--- src/rtl/sbeq_pkg.sv ---
`timescale 1ns / 1ps

package sbeq_pkg;

  // Default depth of the error store and the hard ceiling on the overflow limit.
  localparam int QUEUE_DEPTH_DEF = 16;
  localparam int MAX_RESULTS     = 16;

  // Depth of the command queue between the decoder and the executor.
  localparam int CMD_QUEUE_DEPTH = 2;

  // Widths fixed by the register set.
  localparam int LIMIT_W = 5;
  localparam int CNT_W   = 5;
  localparam int KIND_W  = 5;

  localparam logic [LIMIT_W-1:0] LIMIT_RESET = 5'd16;

  // Status byte and event status bits.
  localparam logic [7:0] STB_EAV  = 8'h04;
  localparam logic [7:0] STB_MAV  = 8'h10;
  localparam logic [7:0] STB_ESB  = 8'h20;
  localparam logic [7:0] STB_RQS  = 8'h40;
  localparam logic [7:0] RQS_MASK = 8'hBF;
  localparam logic [7:0] ESR_OPC  = 8'h01;

  // Error kinds that the block queues on its own.
  localparam logic [KIND_W-1:0] NUM_KINDS    = 5'd17;
  localparam logic [KIND_W-1:0] ERR_COMMAND  = 5'd1;
  localparam logic [KIND_W-1:0] ERR_NUMERIC  = 5'd6;
  localparam logic [KIND_W-1:0] ERR_OVERFLOW = 5'd14;
  localparam logic [KIND_W-1:0] ERR_QUERY    = 5'd15;

  typedef enum logic [3:0] {
    ACT_OPC      = 4'd0,
    ACT_ESE      = 4'd1,
    ACT_SRE      = 4'd2,
    ACT_CLS      = 4'd3,
    ACT_RST      = 4'd4,
    ACT_IDN      = 4'd5,
    ACT_ESR      = 4'd6,
    ACT_STB      = 4'd7,
    ACT_SELFTEST = 4'd8,
    ACT_POP      = 4'd9,
    ACT_COUNT    = 4'd10,
    ACT_POP_ALL  = 4'd11,
    ACT_REPORT   = 4'd12,
    ACT_SET_BIT  = 4'd13
  } act_e;

  typedef enum logic [1:0] {
    FORM_PLAIN = 2'd0,
    FORM_PARAM = 2'd1,
    FORM_QUERY = 2'd2,
    FORM_BAD   = 2'd3
  } form_e;

  typedef enum logic [2:0] {
    KIND_DONE  = 3'd0,
    KIND_VALUE = 3'd1,
    KIND_ERROR = 3'd2,
    KIND_IDN   = 3'd3,
    KIND_COUNT = 3'd4
  } kind_e;

  // Classified operations handed from the decoder to the executor.
  typedef enum logic [3:0] {
    OP_DONE,
    OP_OPC_SET,
    OP_READ_ONE,
    OP_READ_ESE,
    OP_READ_SRE,
    OP_READ_ESR,
    OP_READ_STB,
    OP_IDN,
    OP_WRITE_ESE,
    OP_WRITE_SRE,
    OP_CLS,
    OP_ADD_ERR,
    OP_POP,
    OP_POP_ALL,
    OP_COUNT,
    OP_SET_BIT
  } op_e;

  // The argument carries the enable value, the error kind or the status bit.
  typedef struct packed {
    op_e        op;
    logic [7:0] arg;
  } cmd_t;

  typedef enum logic {
    BK_EXEC,
    BK_POP
  } bk_state_e;

  typedef struct packed {
    logic [7:0] stb;
    logic       srq;
  } stb_upd_t;

  // Status byte write: a summary hit sets RQS, and raises a request if enabled.
  function automatic stb_upd_t stb_write(logic [7:0] b, logic [7:0] sre);
    stb_upd_t u;
    u.stb = b;
    u.srq = 1'b0;
    if ((b & sre & RQS_MASK) != 8'h00) begin
      u.stb = b | STB_RQS;
      u.srq = sre[6];
    end
    return u;
  endfunction

  function automatic logic signed [9:0] error_code_of(logic [KIND_W-1:0] k);
    logic signed [9:0] c;
    unique case (k)
      5'd1:    c = -10'sd100;
      5'd2:    c = -10'sd103;
      5'd3:    c = -10'sd108;
      5'd4:    c = -10'sd109;
      5'd5:    c = -10'sd113;
      5'd6:    c = -10'sd120;
      5'd7:    c = -10'sd200;
      5'd8:    c = -10'sd203;
      5'd9:    c = -10'sd240;
      5'd10:   c = -10'sd241;
      5'd11:   c = -10'sd257;
      5'd12:   c = -10'sd300;
      5'd13:   c = -10'sd310;
      5'd14:   c = -10'sd350;
      5'd15:   c = -10'sd400;
      5'd16:   c = -10'sd500;
      default: c = 10'sd0;
    endcase
    return c;
  endfunction

endpackage

--- src/rtl/sbeq_ram.sv ---
`timescale 1ns / 1ps

module sbeq_ram #(
  parameter int WIDTH = sbeq_pkg::KIND_W,
  parameter int DEPTH = sbeq_pkg::QUEUE_DEPTH_DEF
) (
  input  logic                                  clk_i,
  input  logic                                  we_i,
  input  logic [(DEPTH > 1 ? $clog2(DEPTH) : 1)-1:0] waddr_i,
  input  logic [WIDTH-1:0]                      wdata_i,
  input  logic [(DEPTH > 1 ? $clog2(DEPTH) : 1)-1:0] raddr_i,
  output logic [WIDTH-1:0]                      rdata_o
);

  logic [WIDTH-1:0] mem [DEPTH];
  logic [WIDTH-1:0] rdata_q;

  always_ff @(posedge clk_i) begin
    if (we_i) begin
      mem[waddr_i] <= wdata_i;
    end
    rdata_q <= mem[raddr_i];
  end

  assign rdata_o = rdata_q;

endmodule

--- src/rtl/sbeq_front.sv ---
`timescale 1ns / 1ps

module sbeq_front (
  input  logic               start_i,
  input  logic               full_i,
  input  logic [3:0]         action_i,
  input  logic [1:0]         form_i,
  input  logic [7:0]         param_i,
  input  logic               param_ok_i,
  input  logic [4:0]         error_index_i,
  input  logic [2:0]         status_bit_i,
  output logic               push_o,
  output sbeq_pkg::cmd_t     cmd_o
);

  logic is_query;

  assign push_o   = start_i && !full_i;
  assign is_query = (form_i == sbeq_pkg::FORM_QUERY);

  // Classification depends on the command fields only, never on block state.
  always_comb begin
    cmd_o.op  = sbeq_pkg::OP_DONE;
    cmd_o.arg = 8'h00;
    unique case (action_i)
      sbeq_pkg::ACT_OPC: begin
        if (form_i == sbeq_pkg::FORM_PLAIN) begin
          cmd_o.op = sbeq_pkg::OP_OPC_SET;
        end else if (is_query) begin
          cmd_o.op = sbeq_pkg::OP_READ_ONE;
        end else begin
          cmd_o.op  = sbeq_pkg::OP_ADD_ERR;
          cmd_o.arg = 8'(sbeq_pkg::ERR_COMMAND);
        end
      end
      sbeq_pkg::ACT_ESE, sbeq_pkg::ACT_SRE: begin
        if (form_i == sbeq_pkg::FORM_PARAM) begin
          if (!param_ok_i) begin
            cmd_o.op  = sbeq_pkg::OP_ADD_ERR;
            cmd_o.arg = 8'(sbeq_pkg::ERR_NUMERIC);
          end else begin
            cmd_o.op  = (action_i == sbeq_pkg::ACT_ESE) ? sbeq_pkg::OP_WRITE_ESE
                                                        : sbeq_pkg::OP_WRITE_SRE;
            cmd_o.arg = param_i;
          end
        end else if (is_query) begin
          cmd_o.op = (action_i == sbeq_pkg::ACT_ESE) ? sbeq_pkg::OP_READ_ESE
                                                     : sbeq_pkg::OP_READ_SRE;
        end else begin
          cmd_o.op  = sbeq_pkg::OP_ADD_ERR;
          cmd_o.arg = 8'(sbeq_pkg::ERR_COMMAND);
        end
      end
      sbeq_pkg::ACT_CLS, sbeq_pkg::ACT_RST: begin
        if (form_i == sbeq_pkg::FORM_PLAIN) begin
          cmd_o.op = (action_i == sbeq_pkg::ACT_CLS) ? sbeq_pkg::OP_CLS
                                                     : sbeq_pkg::OP_DONE;
        end else if (is_query) begin
          cmd_o.op  = sbeq_pkg::OP_ADD_ERR;
          cmd_o.arg = 8'(sbeq_pkg::ERR_QUERY);
        end else begin
          cmd_o.op  = sbeq_pkg::OP_ADD_ERR;
          cmd_o.arg = 8'(sbeq_pkg::ERR_COMMAND);
        end
      end
      sbeq_pkg::ACT_IDN, sbeq_pkg::ACT_ESR, sbeq_pkg::ACT_STB, sbeq_pkg::ACT_SELFTEST,
      sbeq_pkg::ACT_POP, sbeq_pkg::ACT_COUNT, sbeq_pkg::ACT_POP_ALL: begin
        if (!is_query) begin
          cmd_o.op  = sbeq_pkg::OP_ADD_ERR;
          cmd_o.arg = 8'(sbeq_pkg::ERR_COMMAND);
        end else begin
          unique case (action_i)
            sbeq_pkg::ACT_IDN:      cmd_o.op = sbeq_pkg::OP_IDN;
            sbeq_pkg::ACT_ESR:      cmd_o.op = sbeq_pkg::OP_READ_ESR;
            sbeq_pkg::ACT_STB:      cmd_o.op = sbeq_pkg::OP_READ_STB;
            sbeq_pkg::ACT_SELFTEST: cmd_o.op = sbeq_pkg::OP_READ_ONE;
            sbeq_pkg::ACT_POP:      cmd_o.op = sbeq_pkg::OP_POP;
            sbeq_pkg::ACT_COUNT:    cmd_o.op = sbeq_pkg::OP_COUNT;
            default:                cmd_o.op = sbeq_pkg::OP_POP_ALL;
          endcase
        end
      end
      sbeq_pkg::ACT_REPORT: begin
        // Error kinds at or above NUM_KINDS are dropped.
        if (error_index_i < sbeq_pkg::NUM_KINDS) begin
          cmd_o.op  = sbeq_pkg::OP_ADD_ERR;
          cmd_o.arg = 8'(error_index_i);
        end
      end
      sbeq_pkg::ACT_SET_BIT: begin
        cmd_o.op  = sbeq_pkg::OP_SET_BIT;
        cmd_o.arg = 8'(status_bit_i);
      end
      default: begin
        cmd_o.op = sbeq_pkg::OP_DONE;
      end
    endcase
  end

endmodule

--- src/rtl/sbeq_cmd_queue.sv ---
`timescale 1ns / 1ps

module sbeq_cmd_queue (
  input  logic           clk_i,
  input  logic           rst_ni,
  input  logic           push_i,
  input  sbeq_pkg::cmd_t cmd_i,
  input  logic           pop_i,
  output sbeq_pkg::cmd_t head_o,
  output logic           empty_o,
  output logic           full_o
);

  localparam int Depth = sbeq_pkg::CMD_QUEUE_DEPTH;
  localparam int PtrW  = (Depth > 1) ? $clog2(Depth) : 1;
  localparam int CntW  = $clog2(Depth + 1);

  sbeq_pkg::cmd_t entry_q [Depth];
  logic [PtrW-1:0] wr_ptr_q, wr_ptr_d;
  logic [PtrW-1:0] rd_ptr_q, rd_ptr_d;
  logic [CntW-1:0] cnt_q, cnt_d;
  logic            do_push, do_pop;

  assign empty_o = (cnt_q == '0);
  assign full_o  = (cnt_q == CntW'(Depth));
  assign head_o  = entry_q[rd_ptr_q];
  assign do_push = push_i && !full_o;
  assign do_pop  = pop_i && !empty_o;

  always_comb begin
    wr_ptr_d = wr_ptr_q;
    rd_ptr_d = rd_ptr_q;
    cnt_d    = cnt_q;
    if (do_push) begin
      wr_ptr_d = (wr_ptr_q == PtrW'(Depth - 1)) ? '0 : wr_ptr_q + 1'b1;
    end
    if (do_pop) begin
      rd_ptr_d = (rd_ptr_q == PtrW'(Depth - 1)) ? '0 : rd_ptr_q + 1'b1;
    end
    if (do_push && !do_pop) begin
      cnt_d = cnt_q + 1'b1;
    end else if (do_pop && !do_push) begin
      cnt_d = cnt_q - 1'b1;
    end
  end

  always_ff @(posedge clk_i or negedge rst_ni) begin
    if (!rst_ni) begin
      wr_ptr_q <= '0;
      rd_ptr_q <= '0;
      cnt_q    <= '0;
    end else begin
      wr_ptr_q <= wr_ptr_d;
      rd_ptr_q <= rd_ptr_d;
      cnt_q    <= cnt_d;
    end
  end

  always_ff @(posedge clk_i) begin
    if (do_push) begin
      entry_q[wr_ptr_q] <= cmd_i;
    end
  end

endmodule

--- src/rtl/sbeq_back.sv ---
`timescale 1ns / 1ps

module sbeq_back #(
  parameter int QUEUE_DEPTH = sbeq_pkg::QUEUE_DEPTH_DEF
) (
  input  logic                          clk_i,
  input  logic                          rst_ni,
  input  logic                          cfg_we_i,
  input  logic [sbeq_pkg::LIMIT_W-1:0]  cfg_wdata_i,
  input  sbeq_pkg::cmd_t                cmd_i,
  input  logic                          empty_i,
  output logic                          deq_o,
  output logic                          result_valid_o,
  output logic [2:0]                    kind_o,
  output logic [7:0]                    value_o,
  output logic signed [9:0]             error_code_o,
  output logic                          last_o,
  output logic                          service_request_o
);

  localparam int AddrW    = (QUEUE_DEPTH > 1) ? $clog2(QUEUE_DEPTH) : 1;
  localparam int SumW     = AddrW + 6;
  localparam int LimMaxI  = (QUEUE_DEPTH < sbeq_pkg::MAX_RESULTS) ? QUEUE_DEPTH
                                                                  : sbeq_pkg::MAX_RESULTS;
  localparam logic [sbeq_pkg::LIMIT_W-1:0] LimMax = sbeq_pkg::LIMIT_W'(LimMaxI);

  sbeq_pkg::bk_state_e state_q, state_d;

  logic [7:0]                   stb_q, stb_d;
  logic [7:0]                   sre_q, sre_d;
  logic [7:0]                   esr_q, esr_d;
  logic [7:0]                   ese_q, ese_d;
  logic [sbeq_pkg::CNT_W-1:0]   count_q, count_d;
  logic [AddrW-1:0]             head_q, head_d;
  logic [sbeq_pkg::LIMIT_W-1:0] limit_q;
  logic                         pop_all_q, pop_all_d;

  logic                         res_valid_q, res_valid_d;
  logic [2:0]                   kind_q, kind_d;
  logic [7:0]                   value_q, value_d;
  logic signed [9:0]            code_q, code_d;
  logic                         last_q, last_d;
  logic                         srq_q, srq_d;

  logic [sbeq_pkg::LIMIT_W-1:0] limit_eff;
  logic [SumW-1:0]              sum_app, sum_last;
  logic [AddrW-1:0]             slot_app, slot_last, head_inc, raddr;
  logic                         ram_we;
  logic [AddrW-1:0]             ram_waddr;
  logic [sbeq_pkg::KIND_W-1:0]  ram_wdata, ram_rdata;
  logic                         is_pop_op;
  sbeq_pkg::stb_upd_t           upd_pop;

  // Overflow limit clamped into one up to the smaller of the store depth and MAX_RESULTS.
  assign limit_eff = (limit_q == '0) ? sbeq_pkg::LIMIT_W'(1)
                   : (limit_q > LimMax) ? LimMax : limit_q;

  // Slot arithmetic: head plus count stays below twice the depth.
  assign sum_app   = SumW'(head_q) + SumW'(count_q);
  assign sum_last  = sum_app - SumW'(1);
  assign slot_app  = (sum_app >= SumW'(QUEUE_DEPTH)) ? AddrW'(sum_app - SumW'(QUEUE_DEPTH))
                                                     : AddrW'(sum_app);
  assign slot_last = (sum_last >= SumW'(QUEUE_DEPTH)) ? AddrW'(sum_last - SumW'(QUEUE_DEPTH))
                                                      : AddrW'(sum_last);
  assign head_inc  = (head_q == AddrW'(QUEUE_DEPTH - 1)) ? '0 : head_q + 1'b1;

  // While popping, the read for the following entry is issued ahead.
  assign raddr     = (state_q == sbeq_pkg::BK_POP) ? head_inc : head_q;
  assign is_pop_op = (cmd_i.op == sbeq_pkg::OP_POP) || (cmd_i.op == sbeq_pkg::OP_POP_ALL);

  // The status byte does not change during a pop-all until its final entry.
  assign upd_pop = sbeq_pkg::stb_write(stb_q & ~sbeq_pkg::STB_EAV, sre_q);

  sbeq_ram #(
    .WIDTH (sbeq_pkg::KIND_W),
    .DEPTH (QUEUE_DEPTH)
  ) u_err_ram (
    .clk_i   (clk_i),
    .we_i    (ram_we),
    .waddr_i (ram_waddr),
    .wdata_i (ram_wdata),
    .raddr_i (raddr),
    .rdata_o (ram_rdata)
  );

  always_comb begin
    state_d = state_q;
    unique case (state_q)
      sbeq_pkg::BK_EXEC: begin
        if (!empty_i && is_pop_op && (count_q != '0)) begin
          state_d = sbeq_pkg::BK_POP;
        end
      end
      sbeq_pkg::BK_POP: begin
        if (!pop_all_q || (count_q == sbeq_pkg::CNT_W'(1))) begin
          state_d = sbeq_pkg::BK_EXEC;
        end
      end
      default: begin
        state_d = sbeq_pkg::BK_EXEC;
      end
    endcase
  end

  always_comb begin
    sbeq_pkg::stb_upd_t upd;
    logic [7:0]         esr_new;
    upd         = '0;
    esr_new     = esr_q | sbeq_pkg::ESR_OPC;
    stb_d       = stb_q;
    sre_d       = sre_q;
    esr_d       = esr_q;
    ese_d       = ese_q;
    count_d     = count_q;
    head_d      = head_q;
    pop_all_d   = pop_all_q;
    deq_o       = 1'b0;
    ram_we      = 1'b0;
    ram_waddr   = slot_app;
    ram_wdata   = cmd_i.arg[sbeq_pkg::KIND_W-1:0];
    res_valid_d = 1'b0;
    kind_d      = sbeq_pkg::KIND_DONE;
    value_d     = 8'h00;
    code_d      = 10'sd0;
    last_d      = 1'b1;
    srq_d       = 1'b0;
    unique case (state_q)
      sbeq_pkg::BK_EXEC: begin
        if (!empty_i) begin
          deq_o       = 1'b1;
          res_valid_d = 1'b1;
          unique case (cmd_i.op)
            sbeq_pkg::OP_OPC_SET: begin
              esr_d = esr_new;
              if ((esr_new & ese_q) != 8'h00) begin
                upd   = sbeq_pkg::stb_write(stb_q | sbeq_pkg::STB_ESB, sre_q);
                stb_d = upd.stb;
                srq_d = upd.srq;
              end
            end
            sbeq_pkg::OP_WRITE_ESE: begin
              ese_d = cmd_i.arg;
              if ((esr_q & cmd_i.arg) != 8'h00) begin
                upd   = sbeq_pkg::stb_write(stb_q | sbeq_pkg::STB_ESB, sre_q);
                stb_d = upd.stb;
                srq_d = upd.srq;
              end
            end
            sbeq_pkg::OP_WRITE_SRE: begin
              sre_d = cmd_i.arg;
              upd   = sbeq_pkg::stb_write(stb_q, cmd_i.arg);
              stb_d = upd.stb;
              srq_d = upd.srq;
            end
            sbeq_pkg::OP_CLS: begin
              // Clearing leaves nothing that could match an enable.
              esr_d   = 8'h00;
              stb_d   = 8'h00;
              count_d = '0;
              head_d  = '0;
            end
            sbeq_pkg::OP_ADD_ERR: begin
              upd    = sbeq_pkg::stb_write(stb_q | sbeq_pkg::STB_EAV, sre_q);
              stb_d  = upd.stb;
              srq_d  = upd.srq;
              ram_we = 1'b1;
              if (count_q >= limit_eff) begin
                // A full queue has its newest entry replaced by overflow.
                ram_waddr = slot_last;
                ram_wdata = sbeq_pkg::ERR_OVERFLOW;
              end else begin
                count_d = count_q + 1'b1;
              end
            end
            sbeq_pkg::OP_SET_BIT: begin
              upd   = sbeq_pkg::stb_write(stb_q | (8'h01 << cmd_i.arg[2:0]), sre_q);
              stb_d = upd.stb;
              srq_d = upd.srq;
            end
            sbeq_pkg::OP_READ_ONE: begin
              kind_d  = sbeq_pkg::KIND_VALUE;
              value_d = 8'h01;
            end
            sbeq_pkg::OP_READ_ESE: begin
              kind_d  = sbeq_pkg::KIND_VALUE;
              value_d = ese_q;
            end
            sbeq_pkg::OP_READ_SRE: begin
              kind_d  = sbeq_pkg::KIND_VALUE;
              value_d = sre_q;
            end
            sbeq_pkg::OP_READ_ESR: begin
              kind_d  = sbeq_pkg::KIND_VALUE;
              value_d = esr_q;
            end
            sbeq_pkg::OP_READ_STB: begin
              kind_d  = sbeq_pkg::KIND_VALUE;
              value_d = stb_q;
            end
            sbeq_pkg::OP_IDN: begin
              kind_d = sbeq_pkg::KIND_IDN;
            end
            sbeq_pkg::OP_COUNT: begin
              kind_d  = sbeq_pkg::KIND_COUNT;
              value_d = 8'(count_q);
            end
            sbeq_pkg::OP_POP, sbeq_pkg::OP_POP_ALL: begin
              kind_d = sbeq_pkg::KIND_ERROR;
              if (count_q != '0) begin
                // The store read is under way; results follow from the pop state.
                res_valid_d = 1'b0;
                pop_all_d   = (cmd_i.op == sbeq_pkg::OP_POP_ALL);
              end
            end
            default: begin
              kind_d = sbeq_pkg::KIND_DONE;
            end
          endcase
        end
      end
      sbeq_pkg::BK_POP: begin
        res_valid_d = 1'b1;
        kind_d      = sbeq_pkg::KIND_ERROR;
        code_d      = sbeq_pkg::error_code_of(ram_rdata);
        last_d      = !pop_all_q || (count_q == sbeq_pkg::CNT_W'(1));
        srq_d       = upd_pop.srq && (pop_all_q || (count_q == sbeq_pkg::CNT_W'(1)));
        head_d      = head_inc;
        count_d     = count_q - 1'b1;
        if (count_q == sbeq_pkg::CNT_W'(1)) begin
          stb_d = upd_pop.stb;
        end
      end
      default: begin
        res_valid_d = 1'b0;
      end
    endcase
  end

  always_ff @(posedge clk_i or negedge rst_ni) begin
    if (!rst_ni) begin
      state_q     <= sbeq_pkg::BK_EXEC;
      stb_q       <= 8'h00;
      sre_q       <= 8'h00;
      esr_q       <= 8'h00;
      ese_q       <= 8'h00;
      count_q     <= '0;
      head_q      <= '0;
      limit_q     <= sbeq_pkg::LIMIT_RESET;
      pop_all_q   <= 1'b0;
      res_valid_q <= 1'b0;
    end else begin
      state_q     <= state_d;
      stb_q       <= stb_d;
      sre_q       <= sre_d;
      esr_q       <= esr_d;
      ese_q       <= ese_d;
      count_q     <= count_d;
      head_q      <= head_d;
      pop_all_q   <= pop_all_d;
      res_valid_q <= res_valid_d;
      if (cfg_we_i) begin
        limit_q <= cfg_wdata_i;
      end
    end
  end

  always_ff @(posedge clk_i) begin
    kind_q  <= kind_d;
    value_q <= value_d;
    code_q  <= code_d;
    last_q  <= last_d;
    srq_q   <= srq_d;
  end

  assign result_valid_o    = res_valid_q;
  assign kind_o            = kind_q;
  assign value_o           = value_q;
  assign error_code_o      = code_q;
  assign last_o            = last_q;
  assign service_request_o = srq_q;

endmodule

--- src/rtl/status_byte_error_queue_core.sv ---
`timescale 1ns / 1ps

// Status reporting core: status byte, service request enable, event status
// register and its enable, plus a queue of error kinds.
// Command channel: a transaction is taken at a rising edge with start_i high
// and busy_o low. The fields are decoded at once and the classified command
// goes into a two-entry queue; busy_o is high while that queue is full.
// Result channel: each result is shown for exactly one cycle with
// result_valid_o high, and last_o marks the final result of a command.
// The receiver cannot stall this channel, so no back-pressure exists there.
// Flow: a command waits in the command queue until the executor takes it,
// and the executor registers its result onto the ports. An error pop also
// waits on the registered read of the error store; a pop-all then gives one
// entry per cycle. The executor handles one command at a time; single-result
// commands sustain one per cycle while no pop is under way.
// Configuration: cfg_we_i writes the overflow limit; the user must write it
// only while idle, since the block itself does not enforce this.
// Reset clears the status and enable registers, the result valid flag, the
// error count and the queues and sets the limit to sixteen. The error store
// itself needs no clearing pass because an entry is always written before it
// is read.
module status_byte_error_queue_core #(
  parameter int QUEUE_DEPTH = sbeq_pkg::QUEUE_DEPTH_DEF
) (
  input  logic                         clk_i,
  input  logic                         rst_ni,
  input  logic                         start_i,
  output logic                         busy_o,
  input  logic                         cfg_we_i,
  input  logic [sbeq_pkg::LIMIT_W-1:0] cfg_wdata_i,
  input  logic [3:0]                   action_i,
  input  logic [1:0]                   form_i,
  input  logic [7:0]                   param_i,
  input  logic                         param_ok_i,
  input  logic [4:0]                   error_index_i,
  input  logic [2:0]                   status_bit_i,
  output logic                         result_valid_o,
  output logic [2:0]                   kind_o,
  output logic [7:0]                   value_o,
  output logic signed [9:0]            error_code_o,
  output logic                         last_o,
  output logic                         service_request_o
);

  logic           push;
  sbeq_pkg::cmd_t cmd_in;
  sbeq_pkg::cmd_t cmd_head;
  logic           q_empty;
  logic           q_full;
  logic           deq;

  // The front end only decodes; it never looks at the status registers.
  sbeq_front u_front (
    .start_i       (start_i),
    .full_i        (q_full),
    .action_i      (action_i),
    .form_i        (form_i),
    .param_i       (param_i),
    .param_ok_i    (param_ok_i),
    .error_index_i (error_index_i),
    .status_bit_i  (status_bit_i),
    .push_o        (push),
    .cmd_o         (cmd_in)
  );

  sbeq_cmd_queue u_cmd_queue (
    .clk_i   (clk_i),
    .rst_ni  (rst_ni),
    .push_i  (push),
    .cmd_i   (cmd_in),
    .pop_i   (deq),
    .head_o  (cmd_head),
    .empty_o (q_empty),
    .full_o  (q_full)
  );

  // The back end owns all status state and the error store.
  sbeq_back #(
    .QUEUE_DEPTH (QUEUE_DEPTH)
  ) u_back (
    .clk_i             (clk_i),
    .rst_ni            (rst_ni),
    .cfg_we_i          (cfg_we_i),
    .cfg_wdata_i       (cfg_wdata_i),
    .cmd_i             (cmd_head),
    .empty_i           (q_empty),
    .deq_o             (deq),
    .result_valid_o    (result_valid_o),
    .kind_o            (kind_o),
    .value_o           (value_o),
    .error_code_o      (error_code_o),
    .last_o            (last_o),
    .service_request_o (service_request_o)
  );

  assign busy_o = q_full;

`ifndef SYNTHESIS
  // A full command queue always has something for the executor.
  a_busy_not_empty: assert property (@(posedge clk_i) disable iff (!rst_ni)
    busy_o |-> !q_empty)
    else $error("busy while the command queue is empty");

  // Only error entries carry a nonzero error code.
  a_code_kind: assert property (@(posedge clk_i) disable iff (!rst_ni)
    (result_valid_o && (error_code_o != 10'sd0)) |-> (kind_o == sbeq_pkg::KIND_ERROR))
    else $error("error code on a result that is not an error entry");

  // The queue can only fill up through a taken command.
  a_busy_after_start: assert property (@(posedge clk_i) disable iff (!rst_ni)
    $rose(busy_o) |-> $past(start_i))
    else $error("busy rose without a command transaction");
`endif

endmodule
--- config.mk ---
export PLATFORM = sky130hd
export DESIGN_NAME = status_byte_error_queue_core
export DESIGN_NICKNAME = d
export VERILOG_FILES = /design/src/rtl/sbeq_pkg.sv /design/src/rtl/sbeq_ram.sv /design/src/rtl/sbeq_front.sv /design/src/rtl/sbeq_cmd_queue.sv /design/src/rtl/sbeq_back.sv /design/src/rtl/status_byte_error_queue_core.sv
export SDC_FILE = /design/constraint.sdc
export NUM_CORES = 1
export LEC_CHECK = 0
export BUFFER_PORTS_ARGS = -buffer_cell sky130_fd_sc_hd__buf_4
export CORE_MARGIN = 2
export CORE_UTILIZATION = 60
export DETAILED_ROUTE_END_ITERATION = 6
export GPL_ROUTABILITY_DRIVEN = 0
export PLACE_DENSITY = 0.76
export SETUP_SLACK_MARGIN = 0.2
export SLEW_MARGIN = 10
export SYNTH_ARGS = -nofsm -noshare
export SYNTH_HDL_FRONTEND = slang
export SYNTH_HIERARCHICAL = 1
export SYNTH_SLANG_ARGS = --single-unit
export TNS_END_PERCENT = 20
--- constraint.sdc ---
create_clock -name clk_i -period 3.7 [get_ports clk_i]
set_input_delay 0.925 -clock clk_i [delete_from_list [all_inputs] [get_ports clk_i]]
set_output_delay 0.925 -clock clk_i [all_outputs]
set_load 0.01 [all_outputs]
Word-level counts from Yosys, hierarchy flattened
Memory sizes are Yosys's and may differ from the RTL's. A register that Yosys moved wholly into a read port is not among the register bits.
Index checks and enable logic that the tools add are counted.
{"block": "totals", "elab_cells": 226, "rom_bits": 320, "memories": 3, "regBits": 66, "out_inout_bits": 25, "ram_bits": 104}
{"block": "op_classes", "shift": 1, "reduce_logical": 47, "n_eq_ne": 48, "magnitude_cmp": 5, "muxes": 80, "n_bitwise": 11, "n_addsub": 11}
{"name": "(name not given)", "depth": 32, "width": 10, "read_ports": 1, "rd_ports_with_merged_regs": 1, "write_ports": 0, "line_no": "sbeq_pkg.sv:116", "source": "unique case (k)"}
{"name": "u_back.u_err_ram.mem", "depth": 16, "width": 5, "read_ports": 1, "rd_ports_with_merged_regs": 1, "write_ports": 1, "line_no": "sbeq_ram.sv:15", "source": "logic [WIDTH-1:0] mem [DEPTH];"}
{"name": "u_cmd_queue.entry_q", "depth": 2, "width": 12, "read_ports": 1, "rd_ports_with_merged_regs": 0, "write_ports": 1, "line_no": "sbeq_cmd_queue.sv:18", "source": "sbeq_pkg::cmd_t entry_q [Depth];"}
{"op": "8-bit one-hot mux with 6 select lines", "count": 3}
{"op": "8-bit two-way mux", "count": 10}
{"op": "4-bit two-way mux", "count": 18}
{"op": "4-bit equality test (second input constant)", "count": 15}
{"op": "8-bit bitwise AND", "count": 7}
{"op": "8-bit nonzero test", "count": 7}
{"op": "4-bit one-hot mux with 6 select lines", "count": 2}
{"op": "5-bit two-way mux", "count": 8}
{"op": "12-bit two-way mux", "count": 3}
{"op": "4-bit by 3-bit equality test with 1-bit output (second input constant)", "count": 8}
{"op": "8-bit one-hot mux with 2 select lines", "count": 2}
{"op": "1-bit two-way mux", "count": 21}
{"op": "5-bit one-hot mux with 2 select lines", "count": 2}
{"op": "4-bit by 2-bit equality test with 1-bit output (second input constant)", "count": 4}
{"op": "2-bit inequality test (second input constant)", "count": 6}
{"op": "3-bit by 2-bit inequality test with 1-bit output (second input constant)", "count": 4}
{"op": "3-bit one-hot mux with 4 select lines", "count": 1}
{"op": "3-bit AND reduction", "count": 4}
{"op": "10-bit by 5-bit greater-or-equal comparator with 1-bit output (second input constant)", "count": 1}
{"op": "4-bit by 1-bit equality test with 1-bit output (second input constant)", "count": 2}
{"op": "1-bit logical AND", "count": 8}
{"op": "8-bit bitwise OR", "count": 1}
{"op": "4-bit one-hot mux with 2 select lines", "count": 1}
{"op": "4-bit AND reduction", "count": 2}
{"op": "41 further kinds", "count": 63}

Logic depth before layout (Yosys ltp)
Gate-level depths: netlist (run 1).
An unclocked memory read counts as a cell.
{"block": "logic_depth", "depth_word": 9, "mapped_depth": 12}

Modules after synthesis
The synthesis (run 1) kept the hierarchy.
{"mod": "sbeq_back", "cells_each": 459, "area_per_inst_um2": 3996.3, "seq_area_each_um2": 1512.7, "instances": 1}
{"mod": "sbeq_ram", "cells_each": 155, "area_per_inst_um2": 3213.1, "seq_area_each_um2": 2502.4, "instances": 1}
{"mod": "sbeq_cmd_queue", "cells_each": 56, "area_per_inst_um2": 1099.8, "seq_area_each_um2": 820.8, "instances": 1}
{"mod": "sbeq_front", "cells_each": 100, "area_per_inst_um2": 646.9, "seq_area_each_um2": 0.0, "instances": 1}

Worst setup path before layout (run 1)
Ideal clock, no wire load.
{"block": "synth_path", "path_kind": "register to register", "start": "register u_cmd_queue.rd_ptr_q", "end": "memory u_back/u_err_ram/mem[0][0] (netlist name), enable pin", "stages_incl_launch_ff": 12, "period_less_slack_ns": 3.068, "path_slack_ns": 0.632, "arrival_time_ns": 2.695, "path_cell_list": "dfrtp_1 -> buf_6 -> mux2_4 -> buf_4 -> nor2b_1 -> buf_2 -> nand3_2 -> nor2_4 -> nand3_1 -> xnor2_1 -> or3b_2 -> nor3_1"}
{"element": "start: declaration", "line_no": "sbeq_cmd_queue.sv:20", "source": "logic [PtrW-1:0] rd_ptr_q, rd_ptr_d;"}
{"element": "start signal: assignment", "line_no": "sbeq_cmd_queue.sv:54", "source": "rd_ptr_q <= rd_ptr_d;"}
{"element": "end: declaration", "line_no": "sbeq_ram.sv:15"}

Final worst setup path (run 1)
{"block": "layout_path", "start": "register u_back/limit_q[3] (netlist name)", "end": "memory u_back/u_err_ram/mem[4][2] (netlist name), enable pin"}
{"block": "layout_via", "elab_chain_len": 8, "elab_cells_between_ends": 9, "cone_classes": "2 x order compare; 6 x mux; 1 x reduce/logical"}
{"element": "start: declaration", "line_no": "sbeq_back.sv:35", "source": "logic [sbeq_pkg::LIMIT_W-1:0] limit_q;"}
{"element": "start signal: assignment", "line_no": "sbeq_back.sv:248", "source": "limit_q <= sbeq_pkg::LIMIT_RESET;"}
{"element": "start signal: assignment", "line_no": "sbeq_back.sv:262", "source": "limit_q <= cfg_wdata_i;"}
{"element": "5-bit greater-than comparator", "line_no": "sbeq_back.sv:56", "source": ": (limit_q > LimMax) ? LimMax : limit_q;"}
{"element": "5-bit two-way mux", "line_no": "sbeq_back.sv:56"}
{"element": "5-bit two-way mux (*)", "line_no": "sbeq_back.sv:55", "source": "assign limit_eff = (limit_q == '0) ? sbeq_pkg::LIMIT_W'(1)"}
{"element": "5-bit greater-or-equal comparator (*)", "line_no": "sbeq_back.sv:167", "source": "if (count_q >= limit_eff) begin"}
{"element": "4-bit two-way mux (*)", "line_no": "sbeq_back.sv:167"}
{"element": "4-bit two-way mux (*)", "line_no": "sbeq_back.sv:132", "source": "unique case (cmd_i.op)"}
{"element": "4-bit two-way mux (*)", "line_no": "sbeq_back.sv:129", "source": "if (!empty_i) begin"}
{"element": "4-bit two-way mux (*)", "line_no": "sbeq_back.sv:127", "source": "unique case (state_q)"}
{"element": "net u_back.ram_waddr[2]", "line_no": "sbeq_back.sv:49", "source": "logic [AddrW-1:0] ram_waddr;"}
Mark *: on every way through the listed nets, which the timed path passes. The rest lies on a longest branch.

==> results of run 1 <==
## cell type report
cell class | count | area, um^2 | share of cell area, %
Tap cell | 184 | 230.2 | 2.267
Multi-Input combinational cell | 520 | 3831 | 37.73
Timing Repair Buffer | 71 | 533.0 | 5.249
Clock buffer | 17 | 425.4 | 4.189
Inverter | 34 | 127.6 | 1.257
Clock inverter | 15 | 171.4 | 1.688
Sequential cell | 178 | 4836 | 47.62
## logic make-up after synthesis
family	share of synthesized area (%)
mux	9.975
xor+xnor	1.467
compound gates	13.84
buf+inv	3.772
flops	54.00
fa+ha+maj	3.018
simple gates	13.93
## worst paths after layout
check / start / end / slack (ps) / cells after the start
setup / recovery: u_back/limit_q[3] / u_back/u_err_ram/mem[4][2] / 370 / 12
hold / removal: rst_ni / u_back/limit_q[3] / 480 / 1
setup reg to reg: u_back/limit_q[3] / u_back/u_err_ram/mem[4][2] / 370 / 12
hold reg to reg: u_back/ese_q[7] / u_back/ese_q[7] / 500 / 1
max in group asynchronous: rst_ni / u_back/sre_q[2] / 2770 / 1
min in group clk_i: u_back/ese_q[7] / u_back/ese_q[7] / 500 / 1
## registers in the layout, summed over array words and instances (netlist names)
signal and flops:
u_back/count_q 5, u_back/error_code_o 10, u_back/ese_q 8, u_back/esr_q 1, u_back/head_q 4, u_back/kind_o 3
u_back/last_o 1, u_back/limit_q 5, u_back/pop_all_q 1, u_back/result_valid_o 1, u_back/service_request_o 1, u_back/sre_q 8
u_back/state_q 1, u_back/stb_q 8, u_back/u_err_ram/mem 80, u_back/u_err_ram/rdata_o 5, u_back/value_o 8, u_cmd_queue/cnt_q 2
u_cmd_queue/entry_q 24, u_cmd_queue/rd_ptr_q 1, u_cmd_queue/wr_ptr_q 1
## cell usage in the layout (no fill, tap or decap), types with 17 or more instances in the layout
| master | count |
|---|---|
| a21oi_1 | 34 |
| a22oi_1 | 18 |
| buf_4 | 71 |
| clkbuf_16 | 17 |
| dfrtp_1 | 45 |
| dfxtp_1 | 28 |
| edfxtp_1 | 104 |
| ha_1 | 20 |
| inv_1 | 32 |
| mux4_2 | 20 |
| nand2_1 | 69 |
| nand3_1 | 29 |
| nor2_1 | 57 |
| nor3_1 | 20 |
| o21ai_0 | 32 |
## stage by stage
| stage | instance area, um^2 | setup WS (ps) |
|---|---|---|
| finish | 10150 | 372.8 |
| global route | 10150 | 124.8 |
| CTS | 10120 | 229.2 |
| detailed placement | 9513 | 91.31 |
| global placement | 9513 | 331.9 |
| floorplan | 8956 | 631.6 |
## power groups by stage
stage / Clock [uW] / Sequential (uW) / Combinational (uW)
6_report: 1810 / 2990 / 3540
5_1_grt: 1920 / 3030 / 3830
4_1_cts: 1830 / 2980 / 3420
3_5_place_dp: 0 / 3020 / 3370
3_3_place_gp: 0 / 2990 / 3290
2_1_floorplan: 0 / 2890 / 2520
## critical path, cell delays in order (launching register included)
cell      delay (ps)
dfrtp_1          400
nor3_1           180
nor2_1            60
nor2_1           120
ha_1             240
nand2b_1         140
a21o_1           170
a21oi_1          220
o21ai_1          200
nand3_1          150
xnor2_1          180
nand3b_1         260
nor3_1           640
## metal layers
layer | vias to the layer above | track usage, %
li1 | 3003 | -
met1 | 3257 | 35.49
met3 | 43 | 5.820
met2 | 342 | 44.43
met5 | - | 0
met4 | 0 | 9.373
## what timing repair did
item | 4_1_cts | 5_1_grt
resized for setup | 2 | 11
endpoints found under the hold margin | 0 | 0
endpoints found under the setup margin | 40 | 75
==> results.ini, run 1 <==
[pwr]
clock_power_share_pct=21.7
internal-power_uw=5023
p_comb_share_pct=42.4
p_leak_uw=0.003886
power_uw=8339
seqPwrFrac_pct=35.9
p_per_area_nw_per_um2=821.2
p_switching_uw=3316
p_sw_share_pct=39.77
vdd_drop_max_v=0.0006204

[sta]
hold_viol=0
worstMarginPinSlew_ps=1072
hold_slack_ps=483.3
slew_headroom_pct=28.52
fin_skew_ps=7.731
setup_tns_ps=0
fin_crit_sh_pct=89.92
setup-violations-final=0
min_period_ps=3327
slew_viol_final=0
rsz0062_at_grt=yes
fmax_ghz=0.3006

[run]
maxCapViolCount=0

[logic_synthesis]
synth_common_cells=edfxtp_1 (104), nand2_1 (69), nor2_1 (65)
synthesis.area_um2=8956
synth_edf_count=104
synth_most_common_cell=edfxtp_1
async_reset_ff_share_pct=25.84
ys_ff_latch=178
synth.distinct_cells=82
synth_top_area_share_pct=34.87
synth_warnings=6
syn_inst=770
syn_area_per_cell_um2=11.63
ys.flop_type=edfxtp_1
synthTopCellsByArea=edfxtp_1 (35%), dfrtp_1 (13%), dfxtp_1 (6.3%), mux4_2 (5.0%), nand2_1 (2.9%)
syn_nets=823
yosysSeqAreaShare_pct=54.00
yosysTopAreaCell=edfxtp_1

[routing]
top_layer_used=met4
route.met2.wl_um=10390
ant_nets=0
drtIter0Drc=876
wl_met3_um=1657
detail_route.wl_per_cell_um=20.54
vias=6645
drc=0
wl_um=20930
wirelength_met1_um=8425
drt_first_pass_iters=6
viasPerCell=6.521

[critical_path]
cp-end-kind=flop
path_class=flop to flop
cp.arrival_ps=3390
required_ps=3760
startpoint_type=flop
cp_max_fo=5

[finish]
antennaDiodeCount=0
fin_nets=875
utilization_pct=69.87
final_cells=1019
fillers=1027
area_growth_pct=13.38
drive_gt1_share_pct=21.44

[outcome]
outcome=completed

[clocking]
cts_tree=yes
hold_buffers=0
cts_buffers=17
cts_buffer_depth=2
cts.sink_count=178
htree_levels=4
clock_latency_ps=430
cts.clk_slew.worst_paths_ps=70
cts_root_buf=clkbuf_16
cts_setup_buffers=0

[die]
rows=44
die_area_um2=15920
fp.coreArea_um2=14530
die_height_um=126.2
num_io_pins=57
die_width_um=126.2
start_util_pct=61.62

[place]
dp_hpwl_um=14570
port_buffers=56
place_inst=987

[grt]
antenna_found_initial=0
first_global_vias=6500
grt_pass1_wl_um=33240
grt_max_degree=47
grt-ovfl-total=0
grtUsageTotal_pct=26.86

[min_path]
holdCritPathClass=input port to asynchronous set/reset pin

Note: power is estimated with default switching activity, not from simulation.
==> run 2: changes to the inputs <==
Settings changed: BUFFER_PORTS_ARGS -buffer_cell sky130_fd_sc_hd__buf_4 to unset, CORE_MARGIN 2 to 8, DONT_BUFFER_PORTS set to 1, PLACE_DENSITY 0.76 to 0.73.
==> results.ini, run 2 (synthesized netlist as in run 1, its figures left out) <==
[routing]
drtIter0Drc=756  ; -14%
wirelength_met1_um=8203  ; -2.6%
drc=0  ; unchanged
ant_nets=0  ; unchanged
wl_um=20530  ; -1.9%
vias=6451  ; -2.9%
detail_route.wl_per_cell_um=21.34  ; +3.9%
viasPerCell=6.706  ; +2.8%
top_layer_used=met4
route.met2.wl_um=10140  ; -2.3%
wl_met3_um=1743  ; +5.2%
drt_first_pass_iters=6  ; unchanged

[critical_path]
r2r_slack_ps=330  ; -50 ps
crit_slowest_cell=fa_1
reg2reg_to=u_back/u_err_ram/mem[12][4]
path_class=flop to flop
rr_worst_depth=7  ; -5
cp_max_fo=10  ; +5
startpoint_type=flop
required_ps=3760  ; about the same
cpMostUsedCell=nand3_1
cp.arrival_ps=3430  ; +40 ps
slowest_delay_ps=670  ; +30 ps
cp-end-kind=flop
r2r_start=u_back/count_q[1]
crit_path_cell_trace=inv_1 -> fa_1 -> nor3b_1 -> nand3_1 -> xnor2_1 -> nand3_1 -> nor3_1

[finish]
final_cell_mix=edfxtp_1 (104), nand2_1 (68), nor2_1 (57), dfrtp_1 (45), a21oi_1 (34)
final_cells=962  ; -5.6%
fillers=1064  ; +3.6%
regMostFlops=u_back/u_err_ram/mem
antennaDiodeCount=0  ; unchanged
final_area_um2=9676  ; -4.7%
fin_nets=818  ; -6.5%
drive_gt1_share_pct=15.30  ; -6.1 points
final_common_cell=edfxtp_1
area_growth_pct=8.033
largest_reg_flops=80  ; unchanged

[pwr]
clock_power_share_pct=20.5  ; -1.2 points
p_switching_uw=3195  ; -3.7%
vdd_drop_max_v=0.0005356  ; -14%
p_per_area_nw_per_um2=834.2  ; +1.6%
seqPwrFrac_pct=37.4  ; +1.5 points
internal-power_uw=4877  ; -2.9%
power_uw=8072  ; -3.2%
p_comb_share_pct=42.1  ; -0.3 points
p_leak_uw=0.003571  ; -8.1%
p_sw_share_pct=39.58  ; -0.18 points

[clocking]
htree_levels=4  ; unchanged
cts.sink_count=178  ; unchanged
cts.clk_slew.worst_paths_ps=70  ; about the same
clock_latency_ps=430  ; about the same
cts_tree=yes
hold_buffers=0  ; unchanged
cts_root_buf=clkbuf_16
cts_setup_buffers=0  ; unchanged
cts_buffers=17  ; unchanged
cts_buffer_depth=2  ; unchanged

[die]
die_area_um2=19090  ; +20%
die_height_um=138.2  ; +9.5%
fp.coreArea_um2=14530  ; unchanged
die_width_um=138.2  ; +9.5%
num_io_pins=57  ; unchanged
start_util_pct=61.62  ; unchanged
rows=44  ; unchanged

[grt]
grt_max_degree=47  ; unchanged
grtUsageTotal_pct=21.27  ; -5.6 points
grt-ovfl-total=0  ; unchanged
antenna_found_initial=0  ; unchanged
first_global_vias=6151  ; -5.4%
grt_pass1_wl_um=33020  ; -0.66%

[sta]
timing.final.ws_setup_ps=326.6  ; -46.25 ps
fin_skew_ps=10.88  ; +3.149 ps
setup_tns_ps=0  ; unchanged
worstMarginPinSlew_ps=1207  ; +134.5 ps
rsz0062_at_grt=yes
slew_headroom_pct=18.87  ; -9.6 points
hold_viol=0  ; unchanged
min_period_ps=3373  ; +46.25 ps
setup-violations-final=0  ; unchanged
fin_crit_sh_pct=91.17  ; +1.3 points
slew_viol_final=0  ; unchanged
fmax_ghz=0.2964  ; -1.4%

[place]
port_buffers=0  ; -100%
placed_area_um2=9085  ; -4.5%
dp_hpwl_um=14220  ; -2.4%
place_ws_ps=132.6  ; +41.31 ps
place_inst=930  ; -5.8%

[min_path]
holdCritPathClass=input port to asynchronous set/reset pin

[run]
maxCapViolCount=0  ; unchanged

[outcome]
outcome=completed

-- run 2: changes by cell type in the layout (fill, tap and decap cells not counted), moves of 2 or more --
cell / before / now
clkinv_2: 0 / 3
clkinv_4: 3 / 1
clkbuf_1: 0 / 5
buf_4: 71 / 14
inv_8: 2 / 0
inv_6: 5 / 1
-- run 2: critical path: cells and delay by family (launching register included) --
kind | cells | cell delay, ps
simple gates | 4 | 1260
fa+ha+maj | 1 | 670
flops | 1 | 570
xor+xnor | 1 | 290
buf+inv | 1 | 210
-- run 2: cell type report --
| class | instances | area [um^2] | share of cell area [%] |
|---|---|---|---|
| sequential | 178 | 4836 | 49.98 |
| tap | 184 | 230.2 | 2.379 |
| inverter | 34 | 127.6 | 1.319 |
| timing repair buffer | 14 | 105.1 | 1.086 |
| multi-input combinational | 520 | 3834 | 39.62 |
| clock inverter | 9 | 85.08 | 0.8793 |
| clock buffer | 23 | 457.9 | 4.733 |
-- run 2: power groups by stage --
stage | Clock [uW] | Combinational, uW | Sequential (uW)
floorplan | 0 | 2520 | 2890
global placement | 0 | 3160 | 3020
detailed placement | 0 | 3210 | 3040
CTS | 1690 | 3250 | 3010
global route | 1750 | 3670 | 3060
finish | 1650 | 3400 | 3020
-- run 2: worst max path at each step --
stage	from	end	slack, ps	cells after the start
floorplan	u_cmd_queue/rd_ptr_q	u_back/u_err_ram/mem[0][0]	630	11
global placement	u_back/limit_q[2]	u_back/u_err_ram/mem[15][1]	350	12
detailed placement	u_back/limit_q[2]	u_back/u_err_ram/mem[6][4]	130	12
CTS	u_back/limit_q[2]	u_back/u_err_ram/mem[6][2]	260	12
global route	u_back/count_q[1]	u_back/u_err_ram/mem[12][3]	150	7
finish	u_back/count_q[1]	u_back/u_err_ram/mem[12][4]	330	7
-- run 2: layer usage --
layer	GRT usage, %	vias to the layer above
met5	0	-
met4	7.437	0
met3	4.966	43
met2	34.38	371
met1	27.53	3140
li1	-	2897
-- run 2: stage by stage --
| stage | util (%) | hold slack [ps] |
|---|---|---|
| after detailed placement | 62.51 | 485.2 |
| after global routing | 66.57 | 166.8 |
| after floorplan | - | 448.8 |
| after CTS | 66.27 | 161.5 |
| after global placement | 62.51 | 476.5 |
| final | 66.57 | 180.6 |
-- run 2: what timing repair did --
action	CTS	global route
resized for setup	1	13
cloned	0	0
endpoints found under the setup margin	40	70
==> run 3: changes to the inputs <==
Settings changed: CORE_ASPECT_RATIO set to 1.25, CORE_UTILIZATION 60 to 50, PLACE_DENSITY 0.73 to 0.62.
==> results.ini, run 3 (synthesized netlist as in run 1, its figures left out) <==
[outcome]
outcome=finished with violations
violations=design-rule violations

[critical_path]
cp-end-kind=flop
cp.arrival_ps=3420  ; about the same
crit_path_cell_trace=nor3_1 -> nor2_1 -> nor2_1 -> ha_1 -> nand2b_1 -> a21o_1 -> a21oi_1 -> o21ai_0 -> buf_4 -> nand3_1 -> xnor2_1 -> or3b_2 -> nor2_1
setup.worst_path.start=u_back/limit_q[2]
r2r_slack_ps=380  ; +50 ps
cpMostUsedCell=nor2_1
path_class=flop to flop
r2r_start=u_back/limit_q[2]
cp_max_fo=5  ; -5
slowest_delay_ps=560  ; -110 ps
startpoint_type=flop
required_ps=3790  ; +30 ps
rr_worst_depth=13  ; +6
reg2reg_to=u_back/u_err_ram/mem[1][2]
crit_slowest_cell=or3b_2

[routing]
wl_um=21010  ; +2.4%
detail_route.wl_per_cell_um=20.87  ; -2.2%
viasPerCell=6.250  ; -6.8%
ant_nets=0  ; unchanged
drt_first_pass_iters=7  ; +1
drtIter0Drc=559  ; -26%
vias=6294  ; -2.4%
drc=3  ; +3

[die]
die_height_um=165.6  ; +20%
die_area_um2=22480  ; +18%
die_width_um=135.7  ; -1.8%
rows=54  ; +23%
fp.coreArea_um2=17500  ; +20%
start_util_pct=51.18  ; -10 points
num_io_pins=57  ; unchanged

[sta]
min_period_ps=3323  ; -50.26 ps
worstMarginPinSlew_ps=1027  ; -179.4 ps
hold_slack_ps=184.1  ; +3.472 ps
rsz0062_at_grt=yes
fmax_ghz=0.3009  ; +1.5%
fin_crit_sh_pct=89.82  ; -1.4 points
slew_viol_final=0  ; unchanged
setup_tns_ps=0  ; unchanged
slew_headroom_pct=30.93  ; +12 points
hold_viol=0  ; unchanged
setup-violations-final=0  ; unchanged
fin_skew_ps=11.66  ; +0.7777 ps

[finish]
seq_area_um2=4836  ; unchanged
area_growth_pct=9.151
final_area_um2=9776  ; +1.0%
fin_nets=823  ; +0.61%
fillers=1428  ; +34%
final_common_cell=edfxtp_1
antennaDiodeCount=0  ; unchanged
drive_gt1_share_pct=15.96  ; +0.67 points
regMostFlops=u_back/u_err_ram/mem
largest_reg_flops=80  ; unchanged
multi_input_area_um2=3819  ; -0.39%
final_cell_mix=edfxtp_1 (104), nand2_1 (69), nor2_1 (57), dfrtp_1 (45), a21oi_1 (34)

[clocking]
clock_latency_ps=430  ; about the same
cts_tree=yes
cts_buffers=17  ; unchanged
cts_root_buf=clkbuf_16
cts.sink_count=178  ; unchanged
cts.clk_slew.worst_paths_ps=70  ; about the same
hold_buffers=0  ; unchanged
cts_buffer_depth=2  ; unchanged
htree_levels=4  ; unchanged

[grt]
first_global_vias=6293  ; +2.3%
grt_pass1_wl_um=33820  ; +2.4%
grtUsageTotal_pct=18.99  ; -2.3 points
grt-ovfl-total=0  ; unchanged
grt_max_degree=47  ; unchanged
antenna_found_initial=0  ; unchanged

[place]
placed_area_um2=9173  ; +0.96%
port_buffers=0  ; unchanged
dp_hpwl_um=14970  ; +5.3%

[pwr]
power_uw=8124  ; +0.65%
p_per_area_nw_per_um2=831.1  ; -0.38%
vdd_drop_max_v=0.0004377  ; -18%
p_leak_uw=0.003609  ; +1.1%

[run]
maxCapViolCount=0  ; unchanged

[min_path]
holdCritPathClass=input port to asynchronous set/reset pin

==> run 3: worst max path at each step <==
| stage | slack [ps] | end | cells after the start |
|---|---|---|---|
| floorplan | 630 | u_back/u_err_ram/mem[0][0] | 11 |
| global placement | 350 | u_back/u_err_ram/mem[3][3] | 12 |
| detailed placement | 150 | u_back/u_err_ram/mem[11][2] | 12 |
| CTS | 140 | u_back/u_err_ram/mem[3][0] | 12 |
| global route | 130 | u_back/u_err_ram/mem[3][0] | 12 |
| finish | 380 | u_back/u_err_ram/mem[1][2] | 13 |
==> run 3: where the power goes <==
group / switching [uW] / internal [uW]
Clock: 819 / 896
Combinational: 2080 / 1330
Sequential: 382 / 2620
Total: 3280 / 4840
==> run 3: final cells by class <==
| type | count | share of cell area, % |
|---|---|---|
| multi-input cells | 520 | 39.06 |
| clock buffers | 18 | 4.390 |
| flip-flops and latches | 178 | 49.47 |
| inverters | 34 | 1.306 |
| repair buffers | 19 | 1.459 |
| clock inverters | 14 | 1.446 |
| well taps | 224 | 2.867 |
==> run 3: repair_timing <==
| item | 4_1_cts | 5_1_grt |
|---|---|---|
| endpoints found under the setup margin | 24 | 60 |
| setup buffers | 0 | 0 |
| endpoints found under the hold margin | 0 | 0 |
| gates resized for setup | 1 | 9 |
==> run 3: worst max-delay path, delay by kind of cell (launching register included) <==
kind                       cells  cell delay (ps)
AOI/OAI and AO/OA              3              570
xor gates and xnor gates       1              110
adders and majority gates      1              230
buffers and inverters          1              190
DFF                            1              400
and+or+nand+nor                7             1490
==> run 3: routing by layer <==
layer | GRT usage, % | part of all wire (%) | vias to the layer above
li1 | - | - | 2898
met1 | 22.53 | 41 | 3115
met2 | 32.55 | 51 | 229
met3 | 3.814 | 5.6 | 52
met4 | 7.793 | 2.8 | 0
met5 | 0 | 0 | -
==> run 3: per-stage QoR <==
stage | setup slack [ps] | utilization [%] | instances
floorplan | 631.6 | - | 770
global placement | 345.1 | 52.42 | 975
detailed placement | 148.1 | 52.42 | 975
CTS | 140.8 | 55.69 | 1007
global route | 127.2 | 55.86 | 1007
finish | 376.8 | 55.86 | 1007
